[config.mk]
export PLATFORM = sky130hd
export DESIGN_NAME = streaming_top_k_select_top
export DESIGN_NICKNAME = d
export VERILOG_FILES = /design/src/sv/tks_pkg.sv /design/src/sv/tks_ctrl.sv /design/src/sv/tks_dpath.sv /design/src/sv/streaming_top_k_select_top.sv
export SDC_FILE = /design/constraint.sdc
export NUM_CORES = 2
export LEC_CHECK = 0
export BUFFER_PORTS_ARGS = -buffer_cell sky130_fd_sc_hd__buf_2
export CAP_MARGIN = 20
export CORE_MARGIN = 2
export CORE_UTILIZATION = 47
export DETAILED_ROUTE_END_ITERATION = 10
export HOLD_SLACK_MARGIN = 0.02
export PLACE_DENSITY = 0.66
export SLEW_MARGIN = 25
export SYNTH_ARGS = -nofsm -noshare
export SYNTH_HDL_FRONTEND = slang
export SYNTH_SLANG_ARGS = --single-unit
[constraint.sdc]
create_clock -name clk -period 11.92 [get_ports clk]
set_input_delay 1.192 -clock clk [delete_from_list [all_inputs] [get_ports clk]]
set_output_delay 1.192 -clock clk [all_outputs]
set_load 0.01 [all_outputs]
[src/sv/tks_pkg.sv]
// ----------------------------------------------------------------------------
// tks_pkg: shared types and constants for the streaming top-K selector
// Field widths, the default keep count and the controller/datapath signals.
// ----------------------------------------------------------------------------
package tks_pkg;

  localparam int KEEP_COUNT_DEF = 16;
  localparam int SCORE_W        = 32;
  localparam int NODE_W         = 32;
  localparam int RANK_W         = 7;

  // Commands from the controller to the datapath.
  typedef struct packed {
    logic insert;  // consider the accepted pair for the held list
    logic pop;     // move the best held entry into the output register
  } tks_cmd_t;

  // Status from the datapath to the controller.
  typedef struct packed {
    logic one_left;  // exactly one entry is still held
  } tks_status_t;

endpackage

[src/sv/tks_ctrl.sv]
// ----------------------------------------------------------------------------
// tks_ctrl: controller of the streaming top-K selector
// Collects pairs until the last one, then pops the held entries in order.
// ----------------------------------------------------------------------------
module tks_ctrl
  import tks_pkg::*;
(
  input  logic        clk,
  input  logic        rst_n,
  input  logic        in_valid,
  input  logic        in_last,
  output logic        in_stall,
  input  logic        out_stall,
  output logic        out_valid,
  input  tks_status_t status,
  output tks_cmd_t    cmd
);

  localparam logic ST_ACCEPT = 1'b0;
  localparam logic ST_EMIT   = 1'b1;

  logic state_r, state_nxt;
  logic out_valid_r, out_valid_nxt;
  logic load;

  assign load = !out_valid_r || !out_stall;

  always_comb begin
    state_nxt     = state_r;
    out_valid_nxt = out_valid_r && out_stall;
    cmd.insert    = 1'b0;
    cmd.pop       = 1'b0;
    in_stall      = 1'b1;
    unique case (state_r)
      ST_ACCEPT: begin
        in_stall   = 1'b0;
        cmd.insert = in_valid;
        if (in_valid && in_last) begin
          state_nxt = ST_EMIT;
        end
      end
      ST_EMIT: begin
        if (load) begin
          cmd.pop       = 1'b1;
          out_valid_nxt = 1'b1;
          if (status.one_left) begin
            state_nxt = ST_ACCEPT;
          end
        end
      end
      default: state_nxt = ST_ACCEPT;
    endcase
  end

  always_ff @(posedge clk) begin
    if (!rst_n) begin
      state_r     <= ST_ACCEPT;
      out_valid_r <= 1'b0;
    end else begin
      state_r     <= state_nxt;
      out_valid_r <= out_valid_nxt;
    end
  end

  assign out_valid = out_valid_r;

endmodule

[src/sv/tks_dpath.sv]
// ----------------------------------------------------------------------------
// tks_dpath: datapath of the streaming top-K selector
// A sorted row of entry cells with insertion, pop-out shifting and the
// registered result stage.
// ----------------------------------------------------------------------------
module tks_dpath
  import tks_pkg::*;
#(
  parameter int KEEP_COUNT = KEEP_COUNT_DEF
)
(
  input  logic               clk,
  input  logic               rst_n,
  input  tks_cmd_t           cmd,
  output tks_status_t        status,
  input  logic [SCORE_W-1:0] in_score,
  input  logic [NODE_W-1:0]  in_node_index,
  output logic [RANK_W-1:0]  out_rank,
  output logic [NODE_W-1:0]  out_node_index_out,
  output logic [SCORE_W-1:0] out_score_out,
  output logic               out_last_result
);

  localparam int CNT_W = $clog2(KEEP_COUNT + 1);

  logic [SCORE_W-1:0] score_r [KEEP_COUNT];
  logic [NODE_W-1:0]  node_r  [KEEP_COUNT];
  logic [CNT_W-1:0]   count_r, count_nxt;
  logic [CNT_W-1:0]   emit_cnt_r, emit_cnt_nxt;
  logic [KEEP_COUNT-1:0] ge;  // held entry scores at least the new score
  logic full;

  logic [RANK_W-1:0]  rank_r;
  logic [NODE_W-1:0]  out_node_r;
  logic [SCORE_W-1:0] out_score_r;
  logic               out_last_r;

  assign full            = (count_r == CNT_W'(KEEP_COUNT));
  assign status.one_left = (count_r == CNT_W'(1));

  always_comb begin
    for (int i = 0; i < KEEP_COUNT; i++) begin
      ge[i] = (CNT_W'(i) < count_r) && (score_r[i] >= in_score);
    end
  end

  // Each cell keeps its entry, takes the new pair, takes its upper neighbor's
  // entry when the new pair lands above it, or on a pop its lower neighbor's
  // entry. The list stays sorted, so ge is a run of ones from the top.
  for (genvar i = 0; i < KEEP_COUNT; i++) begin : g_cell
    logic ge_above;
    logic [SCORE_W-1:0] score_below;
    logic [NODE_W-1:0]  node_below;
    if (i == 0) begin : g_top
      assign ge_above = 1'b1;
    end else begin : g_mid
      assign ge_above = ge[i-1];
    end
    if (i == KEEP_COUNT - 1) begin : g_bot
      assign score_below = score_r[i];
      assign node_below  = node_r[i];
    end else begin : g_up
      assign score_below = score_r[i+1];
      assign node_below  = node_r[i+1];
    end
    if (i == 0) begin : g_top_ff
      always_ff @(posedge clk) begin
        if (cmd.pop) begin
          score_r[i] <= score_below;
          node_r[i]  <= node_below;
        end else if (cmd.insert && !ge[i] && ge_above) begin
          score_r[i] <= in_score;
          node_r[i]  <= in_node_index;
        end
      end
    end else begin : g_mid_ff
      always_ff @(posedge clk) begin
        if (cmd.pop) begin
          score_r[i] <= score_below;
          node_r[i]  <= node_below;
        end else if (cmd.insert && !ge[i]) begin
          if (ge_above) begin
            score_r[i] <= in_score;
            node_r[i]  <= in_node_index;
          end else begin
            score_r[i] <= score_r[i-1];
            node_r[i]  <= node_r[i-1];
          end
        end
      end
    end
  end

  always_comb begin
    count_nxt    = count_r;
    emit_cnt_nxt = emit_cnt_r;
    if (cmd.insert && !full) begin
      count_nxt = count_r + CNT_W'(1);
    end
    if (cmd.pop) begin
      count_nxt    = count_r - CNT_W'(1);
      emit_cnt_nxt = status.one_left ? '0 : emit_cnt_r + CNT_W'(1);
    end
  end

  always_ff @(posedge clk) begin
    if (!rst_n) begin
      count_r    <= '0;
      emit_cnt_r <= '0;
    end else begin
      count_r    <= count_nxt;
      emit_cnt_r <= emit_cnt_nxt;
    end
  end

  always_ff @(posedge clk) begin
    if (cmd.pop) begin
      rank_r      <= RANK_W'(emit_cnt_r) + RANK_W'(1);
      out_node_r  <= node_r[0];
      out_score_r <= score_r[0];
      out_last_r  <= status.one_left;
    end
  end

  assign out_rank           = rank_r;
  assign out_node_index_out = out_node_r;
  assign out_score_out      = out_score_r;
  assign out_last_result    = out_last_r;

`ifndef SYNTHESIS
  a_count_bound: assert property (@(posedge clk) disable iff (!rst_n)
    count_r <= CNT_W'(KEEP_COUNT))
    else $error("held count above keep count");
  a_cmd_excl: assert property (@(posedge clk) disable iff (!rst_n)
    !(cmd.insert && cmd.pop))
    else $error("insert and pop in the same cycle");
  a_pop_nonempty: assert property (@(posedge clk) disable iff (!rst_n)
    cmd.pop |-> (count_r != '0))
    else $error("pop from an empty list");
  a_pop_clears: assert property (@(posedge clk) disable iff (!rst_n)
    (cmd.pop && status.one_left) |=> (count_r == '0 && emit_cnt_r == '0))
    else $error("list not cleared after the final pop");
`endif

endmodule

[src/sv/streaming_top_k_select_top.sv]
// ----------------------------------------------------------------------------
// streaming_top_k_select_top: streaming top-K selector
// Keeps the KEEP_COUNT largest scores of a pair stream and ranks them out.
// ----------------------------------------------------------------------------
// While collecting, the block takes one (score, node index) item every cycle
// and keeps the KEEP_COUNT highest scores in a sorted row of registers; an
// item inserts into that row in the cycle it is accepted. Once the list is
// full, a new item only enters when its score is strictly above the held
// minimum, and the latest arrival among equal minima is the one dropped.
// When the item marked last has been accepted, the input stalls and the held
// entries come out one per cycle while the output side does not stall, best
// score first with rank counting from 1, ties in arrival order, the final one
// flagged by out_last_result. The input stays stalled until the last held
// entry has been popped, after which the list is empty and collection starts
// again. The emit rate is set by the single output register fed from the
// head of the row. Scores are unsigned Q0.32 fractions compared as plain
// unsigned integers.
// ----------------------------------------------------------------------------
module streaming_top_k_select_top
  import tks_pkg::*;
#(
  parameter int KEEP_COUNT = KEEP_COUNT_DEF
)
(
  input  logic               clk,
  input  logic               rst_n,
  input  logic               in_valid,
  output logic               in_stall,
  input  logic [SCORE_W-1:0] in_score,
  input  logic [NODE_W-1:0]  in_node_index,
  input  logic               in_last,
  output logic               out_valid,
  input  logic               out_stall,
  output logic [RANK_W-1:0]  out_rank,
  output logic [NODE_W-1:0]  out_node_index_out,
  output logic [SCORE_W-1:0] out_score_out,
  output logic               out_last_result
);

  tks_cmd_t    cmd;
  tks_status_t status;

  // The controller sequences collecting and emitting; it owns the handshake.
  tks_ctrl u_ctrl (
    .clk       (clk),
    .rst_n     (rst_n),
    .in_valid  (in_valid),
    .in_last   (in_last),
    .in_stall  (in_stall),
    .out_stall (out_stall),
    .out_valid (out_valid),
    .status    (status),
    .cmd       (cmd)
  );

  // The datapath holds the sorted entries and the registered result.
  tks_dpath #(
    .KEEP_COUNT (KEEP_COUNT)
  ) u_dpath (
    .clk                (clk),
    .rst_n              (rst_n),
    .cmd                (cmd),
    .status             (status),
    .in_score           (in_score),
    .in_node_index      (in_node_index),
    .out_rank           (out_rank),
    .out_node_index_out (out_node_index_out),
    .out_score_out      (out_score_out),
    .out_last_result    (out_last_result)
  );

endmodule

Yosys cells after proc, flatten, opt, wreduce, memory -nomap -nowiden
Memory sizes are Yosys's and may differ from the RTL's.
Index checks and enable logic that the tools add are counted.
- logic and storage cells: 367
- output and inout bits: 74
- memories kept: 2
- input bits: 69
- ROM bits: 0
- bits in registers: 84
- memory bits (writable): 1024
- latch bits: 0
- $lt $le $gt $ge: 32
- muxes and demuxes: 200
- add/subtract/negate cells: 4
- reduce and logical (&&, ||, !) cells: 56
- equal/unequal tests: 2
- shifts and indexed selects: 0
- div/mod/pow operators: 0
- bitwise logic cells: 63
- multiply operators: 0
- memory list (name ; depth ; bits a word ; rd ports ; clocked after Yosys merged registers in ; write ports ; RTL line ; text):
    u_dpath.node_r ; 16 ; 32 ; 16 ; 0 ; 16 ; tks_dpath.sv:27 ; logic [NODE_W-1:0] node_r [KEEP_COUNT];
    u_dpath.score_r ; 16 ; 32 ; 16 ; 0 ; 16 ; tks_dpath.sv:26 ; logic [SCORE_W-1:0] score_r [KEEP_COUNT];
- operators with widths (cell ; count):
    two-way mux 32 bit ; 62
    greater-or-equal comparator 32 bit ; 16
    two-way mux 1 bit ; 134
    bitwise OR 1 bit ; 62
    < comparator 4 x 5 -> 1 bit (first input constant) ; 8
    logical AND 1 bit ; 35
    < comparator 3 x 5 -> 1 bit (first input constant) ; 4
    zero test 1 bit ; 19
    two-way mux 5 bit ; 3
    adder 5 x 1 -> 5 bit (second input constant) ; 2
    < comparator 1 x 5 -> 1 bit (first input constant) ; 2
    < comparator 2 x 5 -> 1 bit (first input constant) ; 2
    adder 5 x 1 -> 6 bit (second input constant) ; 1
    == test 5 x 1 -> 1 bit (second input constant) ; 1
    == test 5 bit (second input constant) ; 1
    subtractor 5 x 1 -> 5 bit (second input constant) ; 1
    one-hot mux 1 bit (2 select lines) ; 1
    nonzero test 2 bit ; 1
    logical OR 1 bit ; 1
    inverter 1 bit ; 1

Longest topological paths before layout
An unclocked memory read counts as a cell.
- depth after elaboration: 10
- mapped depth: 14
- depth with buffers taken out: 9

Modules after synthesis
A second synthesis with hierarchy kept.
- cell total of the unflattened synthesis: 5775
- area total of the unflattened synthesis: 64792.1 um2
- by module, submodules not included (module ; times used ; seq. area each (um2) ; cells each ; area each (um2)):
    tks_dpath ; 1 ; 33081.7 ; 5765 ; 64705.8
    tks_ctrl ; 1 ; 40.0 ; 10 ; 86.3

Least setup slack after synthesis
OpenSTA, ideal clock, no wires.
- path type: in2reg
- start point: input port in_score[31]
- end point: memory u_dpath.node_r[8][0] (netlist: u_dpath.node_r[1][0]), enable pin
- arrival time: 4.990 ns
- setup slack: 6.507 ns
- cell stages on the path: 13
- data required time: 11.497 ns
- buffers on the path: 4
- library setup time: 0.423 ns
- cells stage by stage: clkbuf_1 clkbuf_1 inv_1 ha_1 nand4_1 inv_1 a2111oi_0 o211ai_1 o21ai_0 buf_2 buf_2 nand2_1 nand2_1
- RTL lines (element ; RTL line ; text):
    start: declaration ; streaming_top_k_select_top.sv:29 ; input logic [SCORE_W-1:0] in_score,
    end: declaration ; tks_dpath.sv:27 ;

==> metrics.cfg <==
[run_status]
outcome=finished clean

[routing]
detail-route-antenna-nets=0
first_pass_iters=6
vias=48400
route.detailed.drc=0
wl_mm=190
wire_per_inst_um=24.8
first_iter_violations=4644
viasPerCell=6.31

[clock_network]
root_buffer=clkbuf_16
clkSinkCount=1107
cts.clk_slew.worst_paths_ns=0.06
cts_tree=done
ctsHoldBuffers=0
cts_setup_buffers=0
htreeDepth=3
cts_buffer_depth=3
clkLatencyLatePin_ns=0.78
post_cts_resized=0
numCtsBuffers=121

[yosys]
ys_seq_elements=1107
synth.avg_cell_area_sq_um=11.5
synth.largest_area_cell=edfxtp_1
ys_warn_count=0
synthCells=5783
yosysTopAreaCellShare_pct=49.4
synth_most_common_cell=a21oi_1
synth_cell_type_count=68
synth_common_cells=a21oi_1, edfxtp_1, mux2i_1, ha_1, nor2_1
ys_async_sr_fraction_pct=0
syn_nets=6369
ys_seq_area_share_pct=49.8
synth_flop_cell=edfxtp_1
syn-cell-area_sq_um=66500
synth.area.top_cells=edfxtp_1, mux2i_1, a21oi_1, ha_1, mux2_2
synth_edf_count=1095

[floorplanning]
die_w_um=380
start_util_pct=47.2
top_level_ports=143
fp.dieH_um=380
core-area_sq_um=141000
placementRows=138
die_area_sq_um=145000

[sta]
rsz0062_at_grt=false
finalCriticalPeriod_ns=6.21
min_period_over_period_pct=52.1
relSlewSlack_pct=22.3
setup_viol=0
skew_ns=0.0533
fmax_mhz=161
slew_violations=0
hold_viol=0
tns_ns=0
worstMarginPinSlew_ns=1.17

[global_route]
antenna_found_initial=11
grt_use_met2_pct=40.4
grtUsageTotal_pct=25.3
grt_pass1_vias=47600
grt_overflow=0
use_met1_pct=35.8
top_usage_layer=met2
use_met3_pct=3.61
grt_pass1_wl_mm=288
grt_max_degree=145

[cells_and_area]
multi_input_area_sq_um=31300
seq_area_sq_um=33100
syn_to_final_growth_pct=8.83
drive_gt1_share_pct=12.4
fill_cells=12400
final_core_util_pct=51.3
nets=6252

[power]
switchingPower_uw=4460
intPower_uw=8950
swShare_pct=33.3
irDropWorstVdd_mv=0.153
power.density_nw_per_um2=185
p_clk_share_pct=28.0
power_frac_comb_pct=27.2
p_leak_uw=0.0313
seqPwrFrac_pct=44.9

[critical_path]
crit_required_ns=12.31
arrival_ns=6.60
crit_fanout=129
critPathCaptureType=flip-flop
crit_type=input port to flip-flop
startpoint_type=input port

[worst_hold_path]
hold_path_class=flip-flop to flip-flop

[placed_design]
place_hpwl_mm=123
gp_congestion=0.891
port_buffers=141

[run]
maxCapViolCount=0

## metal layers
metal	vias up	part of all wire (%)
met5	-	0.031
met4	12	2.5
met3	277	6.9
met2	1753	46
met1	24300	45
li1	22000	-
## cells by family after synthesis
logic type                 count (synthesis)  synth area share, %
buffers and inverters                    545                 3.70
and+or+nand+nor                          683                 4.80
adders and majority gates                517                 9.72
muxes                                   1089                 17.2
AOI/OAI and AO/OA                       1836                 14.7
other                                      1              0.00564
DFF                                     1107                 49.8
xor gates and xnor gates                   5               0.0658
## flip-flops by register name, summed over array words and instances, names as in the netlist
register / count
u_dpath.count_r: 5
u_dpath.score_r: 512
u_ctrl.state_r: 1
u_dpath.out_last_result: 1
u_dpath.out_rank: 6
u_dpath.out_score_out: 32
u_dpath.out_node_index_out: 32
u_ctrl.out_valid: 1
u_dpath.emit_cnt_r: 5
u_dpath.node_r: 512
## power by group through the flow
stage	Sequential (uW)	Combinational [uW]	Clock [uW]
2_1_floorplan	5830	2660	0
3_3_place_gp	6060	3470	0
3_5_place_dp	6060	3590	0
4_1_cts	5990	3600	3800
5_1_grt	6090	4010	3950
6_report	6020	3640	3750
## cell usage in the layout (no fill, tap or decap), types with 13 or more instances in the layout
master / n
a221oi_1: 24
inv_1: 68
nand2b_1: 15
buf_2: 141
edfxtp_1: 1095
or2_4: 13
and4_1: 30
mux2_4: 60
a31oi_1: 68
a21o_1: 24
nand4_1: 62
a21oi_1: 1526
mux2_2: 193
mux2i_1: 835
nor4_1: 13
clkbuf_16: 122
nor3_1: 16
clkbuf_1: 25
buf_4: 89
nand2_1: 128
clkinv_1: 32
clkinv_2: 25
o21ai_0: 83
nor2_1: 307
ha_1: 517
nand3_1: 44
## through the flow
stage / std cells / hold WS [ns] / power [uW] / setup slack [ns] / cell area [sq um]
finish: 7661 / 0.451 / 13400 / 5.71 / 72400
global route: 7659 / 0.464 / 14000 / 5.45 / 72400
CTS: 7658 / 0.454 / 13400 / 5.82 / 72400
detailed placement: 7432 / 0.438 / 9650 / 5.02 / 68500
global placement: 7432 / 0.439 / 9520 / 5.09 / 68500
floorplan: 5783 / 0.426 / 8490 / 6.51 / 66500
## critical path, cell delays in order
cell and delay [ns]:
buf_2 0.29, inv_1 0.17, buf_4 0.24, ha_1 0.33
a21o_1 0.17, a221o_1 0.31, a221oi_1 0.23, o21ai_0 0.31
a31oi_4 0.27, buf_12 0.55, and2_2 0.26, buf_4 0.78
or2_4 0.54, buf_4 0.80
## final timing paths
kind / start / depth (start not counted) / slack (ns) / endpoint
worst max-delay path: in_score[9] / 14 / 5.71 / u_dpath.node_r[1][70]
worst min-delay path: u_dpath.node_r[0][1] / 0 / 0.45 / u_dpath.out_node_index_out[1]
worst max register to register: u_dpath.score_r[2][0] / 11 / 6.19 / u_dpath.score_r[2][7]
worst min register to register: u_dpath.node_r[0][1] / 0 / 0.45 / u_dpath.out_node_index_out[1]
## final cells by class
| class | count | share of cell area [%] |
|---|---|---|
| Sequential cell | 1107 | 45.8 |
| Tap cell | 1890 | 3.27 |
| Antenna cell | 2 | 0.00691 |
| Timing Repair Buffer | 236 | 2.06 |
| Multi-Input combinational cell | 4131 | 43.2 |
| Inverter | 69 | 0.361 |
| Clock inverter | 75 | 0.937 |
| Clock buffer | 151 | 4.42 |
Note: power is estimated with default switching activity, not from simulation.
